`src/design/cesc_pkg.sv`:
```
// Shared types and constants for the C escape decoder.
// No dependencies; every other file in design/ imports this package.
`default_nettype none

package cesc_pkg;

	localparam logic [7:0] CH_BACKSLASH    = 8'h5C;
	localparam logic [7:0] OCT_THIRD_LIMIT = 8'h20;
	localparam logic [4:0] OCT_DIGIT_HIGH  = 5'b00110; // '0'..'7' share these upper bits

	localparam logic [7:0] CH_A = 8'h61;
	localparam logic [7:0] CH_B = 8'h62;
	localparam logic [7:0] CH_F = 8'h66;
	localparam logic [7:0] CH_N = 8'h6E;
	localparam logic [7:0] CH_R = 8'h72;
	localparam logic [7:0] CH_T = 8'h74;
	localparam logic [7:0] CH_V = 8'h76;

	typedef enum logic [3:0] {
		MODE_NORMAL = 4'b0001,
		MODE_ESCAPE = 4'b0010,
		MODE_OCT1   = 4'b0100,
		MODE_OCT2   = 4'b1000
	} cesc_mode_t;

	typedef struct packed {
		logic [7:0] in_byte;
		logic       last_byte;
	} cesc_in_t;

	typedef struct packed {
		logic [7:0] out_byte;
		logic       string_valid;
		logic       last_out;
	} cesc_out_t;

	// One classified input byte: one or two decoded bytes for the back end.
	typedef struct packed {
		logic [7:0] byte0;
		logic [7:0] byte1;
		logic       two;
		logic       valid;
		logic       last;
	} cesc_job_t;

	function automatic logic is_octal(input logic [7:0] b);
		return b[7:3] == OCT_DIGIT_HIGH;
	endfunction

	function automatic logic [7:0] esc_map(input logic [7:0] b);
		logic [7:0] c;
		case (b)
			CH_A:    c = 8'h07;
			CH_B:    c = 8'h08;
			CH_F:    c = 8'h0C;
			CH_N:    c = 8'h0A;
			CH_R:    c = 8'h0D;
			CH_T:    c = 8'h09;
			CH_V:    c = 8'h0B;
			default: c = b;
		endcase
		return c;
	endfunction

endpackage

`default_nettype wire

```
`src/design/c_escape_decoder_core.sv`:
```
// Top level of the streaming C escape decoder: front end, job queue, back end.
// Depends on cesc_pkg, cesc_front, cesc_queue and cesc_back.
//
//   channel  | dir | handshake            | payload
//   raw      | in  | raw_valid/raw_stall  | cesc_in_t  {in_byte, last_byte}
//   dec      | out | dec_valid/dec_stall  | cesc_out_t {out_byte, string_valid, last_out}
//
// A raw byte is accepted every cycle while the job queue has room.
// The first decoded byte is written into a queue slot at the accepting edge and is
// then loaded into the output register when that register is free.
// The output register emits one byte a cycle while dec_stall is low; a byte that ends an
// octal escape and yields two results gives two output bytes, absorbed by the queue.
// Reset clears the escape state, the queue pointers and the output valid.
// dec_stall backs up through the queue to raw_stall once QUEUE_DEPTH jobs wait.
`default_nettype none

module c_escape_decoder_core #(
	parameter int QUEUE_DEPTH = 4
) (
	input  wire logic                clk,
	input  wire logic                arst_n,
	input  wire logic                raw_valid,
	input  wire cesc_pkg::cesc_in_t  raw,
	output logic                     raw_stall,
	output logic                     dec_valid,
	output cesc_pkg::cesc_out_t      dec,
	input  wire logic                dec_stall
);
	import cesc_pkg::*;

	logic      q_push, q_pop, q_full, q_empty;
	cesc_job_t push_job, head_job;

	cesc_front u_front (
		.clk       (clk),
		.arst_n    (arst_n),
		.raw_valid (raw_valid),
		.raw       (raw),
		.raw_stall (raw_stall),
		.q_full    (q_full),
		.q_push    (q_push),
		.q_job     (push_job)
	);

	cesc_queue #(
		.Depth (QUEUE_DEPTH)
	) u_queue (
		.clk    (clk),
		.arst_n (arst_n),
		.push   (q_push),
		.wr_job (push_job),
		.pop    (q_pop),
		.rd_job (head_job),
		.full   (q_full),
		.empty  (q_empty)
	);

	cesc_back u_back (
		.clk       (clk),
		.arst_n    (arst_n),
		.job       (head_job),
		.q_empty   (q_empty),
		.q_pop     (q_pop),
		.dec_valid (dec_valid),
		.dec       (dec),
		.dec_stall (dec_stall)
	);

	a_no_overflow: assert property (@(posedge clk) disable iff (!arst_n)
		q_push |-> !q_full)
		else $error("job pushed into a full queue");

	a_no_underflow: assert property (@(posedge clk) disable iff (!arst_n)
		q_pop |-> !q_empty)
		else $error("job popped from an empty queue");

	a_last_pushes: assert property (@(posedge clk) disable iff (!arst_n)
		(raw_valid && !raw_stall && raw.last_byte) |-> q_push)
		else $error("final byte of a string produced no job");

endmodule

`default_nettype wire

```
`src/design/cesc_front.sv`:
```
// Front end: accepts raw bytes, tracks escape state, and pushes decoded jobs.
// Depends on cesc_pkg.
`default_nettype none

module cesc_front (
	input  wire logic               clk,
	input  wire logic               arst_n,
	input  wire logic               raw_valid,
	input  wire cesc_pkg::cesc_in_t raw,
	output logic                    raw_stall,
	input  wire logic               q_full,
	output logic                    q_push,
	output cesc_pkg::cesc_job_t     q_job
);
	import cesc_pkg::*;

	cesc_mode_t mode_q;
	logic [7:0] octal_q;
	logic       null_q;

	cesc_mode_t mode_nxt;
	logic [7:0] octal_nxt;
	logic       e0, e1, oct0;
	logic [7:0] byte0, byte1;
	logic [7:0] b;
	logic       last, accept, dig, bslash, null_nxt;
	logic [7:0] v;

	assign b         = raw.in_byte;
	assign last      = raw.last_byte;
	assign raw_stall = q_full;
	assign accept    = raw_valid && !q_full;
	assign dig       = is_octal(b);
	assign bslash    = (b == CH_BACKSLASH);
	assign v         = {octal_q[4:0], b[2:0]};

	always_comb begin
		mode_nxt  = MODE_NORMAL;
		octal_nxt = octal_q;
		e0        = 1'b0;
		e1        = 1'b0;
		oct0      = 1'b0;
		byte0     = b;
		byte1     = b;
		case (mode_q)
			MODE_NORMAL: begin
				if (bslash && !last) begin
					mode_nxt = MODE_ESCAPE;
				end else begin
					e0 = 1'b1;
				end
			end
			MODE_ESCAPE: begin
				if (dig) begin
					if (last) begin
						e0    = 1'b1;
						oct0  = 1'b1;
						byte0 = {5'd0, b[2:0]};
					end else begin
						octal_nxt = {5'd0, b[2:0]};
						mode_nxt  = MODE_OCT1;
					end
				end else begin
					e0    = 1'b1;
					byte0 = esc_map(b);
				end
			end
			MODE_OCT1, MODE_OCT2: begin
				if (dig) begin
					if (mode_q == MODE_OCT1 && v < OCT_THIRD_LIMIT && !last) begin
						octal_nxt = v;
						mode_nxt  = MODE_OCT2;
					end else begin
						e0    = 1'b1;
						oct0  = 1'b1;
						byte0 = v;
					end
				end else begin
					// emit the pending value, then treat this byte as a normal one
					e0    = 1'b1;
					oct0  = 1'b1;
					byte0 = octal_q;
					if (bslash && !last) begin
						mode_nxt = MODE_ESCAPE;
					end else begin
						e1 = 1'b1;
					end
				end
			end
			default: begin
				mode_nxt = MODE_NORMAL;
			end
		endcase
	end

	assign null_nxt = null_q || (e0 && oct0 && byte0 == 8'd0);

	assign q_push      = accept && e0;
	assign q_job.byte0 = byte0;
	assign q_job.byte1 = byte1;
	assign q_job.two   = e1;
	assign q_job.valid = !null_nxt;
	assign q_job.last  = last;

	always_ff @(posedge clk or negedge arst_n) begin
		if (!arst_n) begin
			mode_q  <= MODE_NORMAL;
			octal_q <= 8'd0;
			null_q  <= 1'b0;
		end else if (accept) begin
			if (last) begin
				mode_q  <= MODE_NORMAL;
				octal_q <= 8'd0;
				null_q  <= 1'b0;
			end else begin
				mode_q  <= mode_nxt;
				octal_q <= octal_nxt;
				null_q  <= null_nxt;
			end
		end
	end

endmodule

`default_nettype wire

```
`src/design/cesc_queue.sv`:
```
// Short job queue between the front and back ends of the decoder.
// Depends on cesc_pkg for the job type. Depth must be at least 2.
`default_nettype none

module cesc_queue #(
	parameter int Depth = 4
) (
	input  wire logic                clk,
	input  wire logic                arst_n,
	input  wire logic                push,
	input  wire cesc_pkg::cesc_job_t wr_job,
	input  wire logic                pop,
	output cesc_pkg::cesc_job_t      rd_job,
	output logic                     full,
	output logic                     empty
);
	import cesc_pkg::*;

	localparam int PtrW = $clog2(Depth);
	localparam int CntW = $clog2(Depth + 1);

	cesc_job_t       slots_q [Depth];
	logic [PtrW-1:0] wr_ptr_q, rd_ptr_q;
	logic [CntW-1:0] cnt_q;

	assign full   = (cnt_q == CntW'(Depth));
	assign empty  = (cnt_q == '0);
	assign rd_job = slots_q[rd_ptr_q];

	function automatic logic [PtrW-1:0] bump(input logic [PtrW-1:0] p);
		return (p == PtrW'(Depth - 1)) ? '0 : p + 1'b1;
	endfunction

	always_ff @(posedge clk) begin
		if (push) begin
			slots_q[wr_ptr_q] <= wr_job;
		end
	end

	always_ff @(posedge clk or negedge arst_n) begin
		if (!arst_n) begin
			wr_ptr_q <= '0;
			rd_ptr_q <= '0;
			cnt_q    <= '0;
		end else begin
			if (push) begin
				wr_ptr_q <= bump(wr_ptr_q);
			end
			if (pop) begin
				rd_ptr_q <= bump(rd_ptr_q);
			end
			case ({push, pop})
				2'b10:   cnt_q <= cnt_q + 1'b1;
				2'b01:   cnt_q <= cnt_q - 1'b1;
				default: cnt_q <= cnt_q;
			endcase
		end
	end

endmodule

`default_nettype wire

```
`src/design/cesc_back.sv`:
```
// Back end: drains jobs and presents one decoded byte per cycle on the output while dec_stall is low.
// Depends on cesc_pkg.
`default_nettype none

module cesc_back (
	input  wire logic                clk,
	input  wire logic                arst_n,
	input  wire cesc_pkg::cesc_job_t job,
	input  wire logic                q_empty,
	output logic                     q_pop,
	output logic                     dec_valid,
	output cesc_pkg::cesc_out_t      dec,
	input  wire logic                dec_stall
);
	import cesc_pkg::*;

	logic      dec_valid_q;
	cesc_out_t dec_q;
	logic      split_q;   // first byte of a two-byte job already sent
	logic      slot_free, load, first_of_two;

	assign slot_free    = !dec_valid_q || !dec_stall;
	assign load         = slot_free && !q_empty;
	assign first_of_two = job.two && !split_q;
	assign q_pop        = load && !first_of_two;
	assign dec_valid    = dec_valid_q;
	assign dec          = dec_q;

	always_ff @(posedge clk or negedge arst_n) begin
		if (!arst_n) begin
			dec_valid_q <= 1'b0;
			split_q     <= 1'b0;
		end else if (slot_free) begin
			dec_valid_q <= !q_empty;
			if (!q_empty) begin
				split_q <= first_of_two;
			end
		end
	end

	always_ff @(posedge clk) begin
		if (load) begin
			dec_q.out_byte     <= split_q ? job.byte1 : job.byte0;
			dec_q.string_valid <= job.valid;
			// hold off the end mark until the second byte of a split job
			dec_q.last_out     <= job.last && !first_of_two;
		end
	end

endmodule

`default_nettype wire
```
`config.mk`:
```
export PLATFORM = sky130hd
export DESIGN_NAME = c_escape_decoder_core
export DESIGN_NICKNAME = d
export VERILOG_FILES = /design/src/design/cesc_pkg.sv /design/src/design/c_escape_decoder_core.sv /design/src/design/cesc_front.sv /design/src/design/cesc_queue.sv /design/src/design/cesc_back.sv
export SDC_FILE = /design/constraint.sdc
export NUM_CORES = 1
export LEC_CHECK = 0
export BUFFER_PORTS_ARGS = -buffer_cell sky130_fd_sc_hd__buf_2
export CAP_MARGIN = 20
export CORE_MARGIN = 2
export CORE_UTILIZATION = 45
export CTS_CLUSTER_SIZE = 24
export DETAILED_ROUTE_END_ITERATION = 10
export HOLD_SLACK_MARGIN = 0.08
export SETUP_SLACK_MARGIN = 0.02
export SLEW_MARGIN = 20
export SYNTH_ARGS = -nofsm -noshare
export SYNTH_HDL_FRONTEND = slang
export SYNTH_HIERARCHICAL = 1
export SYNTH_SLANG_ARGS = --single-unit
```
`constraint.sdc`:
```
create_clock -name clk -period 2.7 [get_ports clk]
set_input_delay 0 -clock clk [delete_from_list [all_inputs] [get_ports clk]]
set_output_delay 0 -clock clk [all_outputs]
set_load 0.01 [all_outputs]
```
==> results.yml <==
final_layout:
  drive_gt1_share_pct: 28.97
  n_antenna_cell: 0
  syn_to_final_growth_pct: 15.14
  fill_cells: 922
  nets: 412
yosys:
  ys_types: 72
  ys_ff_latch: 108
  synth_warnings: 6
  syn-cell-area_mm2: 0.005100
  avgSynthCellArea_um2: 14.65
  yosysSeqAreaShare_pct: 61.46
  synth_edf_count: 86
  synthCells: 348
  synth_flop_cell: "edfxtp_1"
  synth_async_sr_flop_share_pct: 20.37
  syn-num-nets: 368
place:
  port_buffers: 24
  place.gp.congestion: 0.8848
  hpwl_mm: 6.904
clocking:
  cts_tree: "done"
  clkTransAtPathRegs_ns: 0.07
  worst_skew_pair.late_latency_ns: 0.34
  cts_buffer_depth: 2
  cts_made_buffers: 9
  cts_root_buf: "clkbuf_16"
  cts_max_level: 3
  cts.sinks: 108
routing:
  firstDrtPassIters: 5
  drtIter0Drc: 339
  wl_mm: 10.57
  avgRoutedWirePerCell_um: 19.69
  drtAntennaViolNets: 0
  via_per_inst: 5.777
  routed-via-count: 3102
  drc: 0
sta:
  fmax_ghz: 0.3920
  max_slew_margin_pct: 61.80
  clock-skew-final_ns: 0.01157
  setup_viol: 0
  period_share_pct: 94.49
  min_period_ns: 2.551
  hold_viol_final: 0
  worst_pin_slew_ns: 0.5705
  timing.hold.ws_ns: 0.1357
  fin_tns_setup_ns: 0
  grt_setup_unrepaired: "true"
  slew_viol_final: 0
worst_setup_path:
  cp_data_arrival_time_ns: 2.79
  cp-start-kind: "input pin"
  critPathMaxFanout: 12
  critPathMaxStageDelay_ns: 0.54
  worst_path_max_delay_cell: "dlygate4sd3_1"
  critical_path_buf_inv_count: 3
  crit_type: "input pin to flop"
  crit_chain: "dlygate4sd3_1 -> buf_4 -> nand4bb_4 -> buf_4 -> o211ai_1 -> mux2i_1 -> o211ai_1 -> nor4_1 -> a21oi_2 -> a211oi_2"
  crit_family: "compound AO/OA/AOI/OAI gates"
  required_ns: 2.94
  end_kind: "flop"
grt:
  grt_pass1_wl_mm: 17.25
  grt_max_degree: 23
  grt_pass1_vias: 3077
  grt_use_total_pct: 18.07
  antenna_found_initial: 0
  overflow: 0
floorplanning:
  die_w_um: 110.5
  row_count: 38
  coreArea_mm2: 0.01094
  io_pins: 25
  die_h_um: 110.5
  start_util_pct: 46.64
  dieArea_mm2: 0.01220
pwr:
  p_leak_uw: 0.002142
  powerDensity_mw_per_mm2: 875.4
  irDropWorstVdd_v: 0.0004037
job:
  maxCapViolations: 0
worst_hold_path:
  hold_path.class: "input pin to flop"
status:
  outcome: "completed"
sequential cells by signal (all words and copies together), names as in the netlist:
| register | count |
|---|---|
| u_queue/slots_q | 76 |
| u_front/null_q | 1 |
| u_back/dec_valid | 1 |
| u_queue/rd_ptr_q | 2 |
| u_queue/wr_ptr_q | 2 |
| u_front/mode_q | 4 |
| u_back/dec | 10 |
| u_front/octal_q | 8 |
| u_queue/cnt_q | 3 |
| u_back/split_q | 1 |
per-layer routing:
layer	vias to the layer above	GRT usage [%]	routed length [um]	share of wire, %
met1	1553	26.03	4901	46
met3	19	3.293	606	5.7
met5	-	0	0	0
met4	0	5.917	130	1.2
met2	97	27.98	4932	47
li1	1433	-	-	-
metrics by stage:
step,instances,util [%],total power (uW),setup slack (ns),area (um^2)
floorplan,348,-,3444,0.03154,5100
detailed placement,509,49.49,3858,0.03539,5411
global placement,509,49.49,3818,0.1445,5411
finish,537,53.70,5140,0.1487,5872
global route,537,53.70,5436,-0.005772,5872
CTS,535,53.15,5184,0.03148,5812
synthesized netlist by cell type (all sizes together) (3+ instances only):
| master | instances | area share (%) |
|---|---|---|
| a21oi | 6 | 0.66 |
| o21ai | 13 | 1.3 |
| edfxtp | 86 | 51 |
| o211ai | 10 | 1.6 |
| nand2 | 17 | 1.3 |
| nand3 | 4 | 0.39 |
| nand2b | 8 | 0.98 |
| xor2 | 3 | 0.52 |
| nor3b | 3 | 0.44 |
| mux2 | 11 | 2.5 |
| ha | 6 | 1.5 |
| and2 | 6 | 0.74 |
| nor2 | 21 | 1.5 |
| or2 | 3 | 0.37 |
| or3 | 3 | 0.37 |
| mux2i | 6 | 1.2 |
| mux4 | 19 | 8.5 |
| buf | 20 | 2.8 |
| a22oi | 3 | 0.44 |
| clkbuf | 9 | 0.66 |
| nor2b | 7 | 1.0 |
| dfrtp | 21 | 10 |
| nor4 | 4 | 0.49 |
| inv | 11 | 0.81 |
final timing paths:
check	from	cells past startpoint	end	slack [ns]
worst max-delay path	raw[4]	10	u_front/null_q	0.15
worst min-delay path	raw_valid	5	u_front/mode_q[0]	0.14
worst max register to register	u_front/mode_q[3]	11	u_queue/cnt_q[2]	0.16
worst min register to register	u_queue/cnt_q[2]	1	u_queue/cnt_q[2]	0.49
max in group asynchronous	arst_n	2	u_front/mode_q[0]	2.18
min in group asynchronous	arst_n	2	u_back/split_q	0.16
logic make-up after synthesis:
group	count (synthesis)	share of synthesized area (%)
buf+inv	40	4.318
simple gates	92	10.62
fa+ha+maj	7	1.865
flops	108	61.46
compound gates	60	8.734
xor+xnor	5	0.8588
mux	36	12.14
where the power goes:
group	switching, uW	internal [uW]	leakage [uW]
Clock	584	730	0.000145
Sequential	105	2190	0.00106
Combinational	786	746	0.000935
Total	1480	3660	0.00214
worst reg2reg max path, delay by kind of cell (launching register included):
kind | cells | cell delay (ns)
simple gates | 3 | 0.82
flops | 1 | 0.38
fa+ha+maj | 2 | 0.59
buf+inv | 2 | 0.15
compound gates | 2 | 0.23
xor+xnor | 2 | 0.30
cells in the final DEF (no fill, tap or decap), types with 3 or more instances in the layout:
cell / count
and2_1: 6
dlygate4sd3_1: 10
mux4_2: 18
edfxtp_1: 86
dfrtp_1: 21
a21oi_1: 4
nor4_1: 4
mux2_2: 10
o21ai_1: 3
clkbuf_16: 9
inv_1: 11
nor2b_1: 6
a22oi_1: 3
buf_2: 23
nand3_1: 4
o211ai_1: 9
nor2_1: 21
xor2_1: 3
nor3b_1: 3
buf_4: 29
mux2i_1: 6
ha_1: 5
nand2_1: 17
o21ai_0: 10
nand2b_1: 7
what timing repair did:
action | in CTS | in global routing
setup endpoints to repair | 0 | 6
resized for setup | 0 | 11
hold buffers | 10 | 0
buffers inserted | 0 | 2
endpoints found under the hold margin | 54 | 0
area by class of cell:
class | instances | area, um^2 | area share, %
Sequential cell | 108 | 3134 | 53.38
Inverter | 11 | 41.29 | 0.7032
Timing Repair Buffer | 62 | 432.9 | 7.373
Tap cell | 140 | 175.2 | 2.983
Multi-Input combinational cell | 200 | 1788 | 30.45
Clock inverter | 6 | 71.32 | 1.215
Clock buffer | 10 | 229.0 | 3.899
No activity file was read; power rests on OpenSTA's default activity.
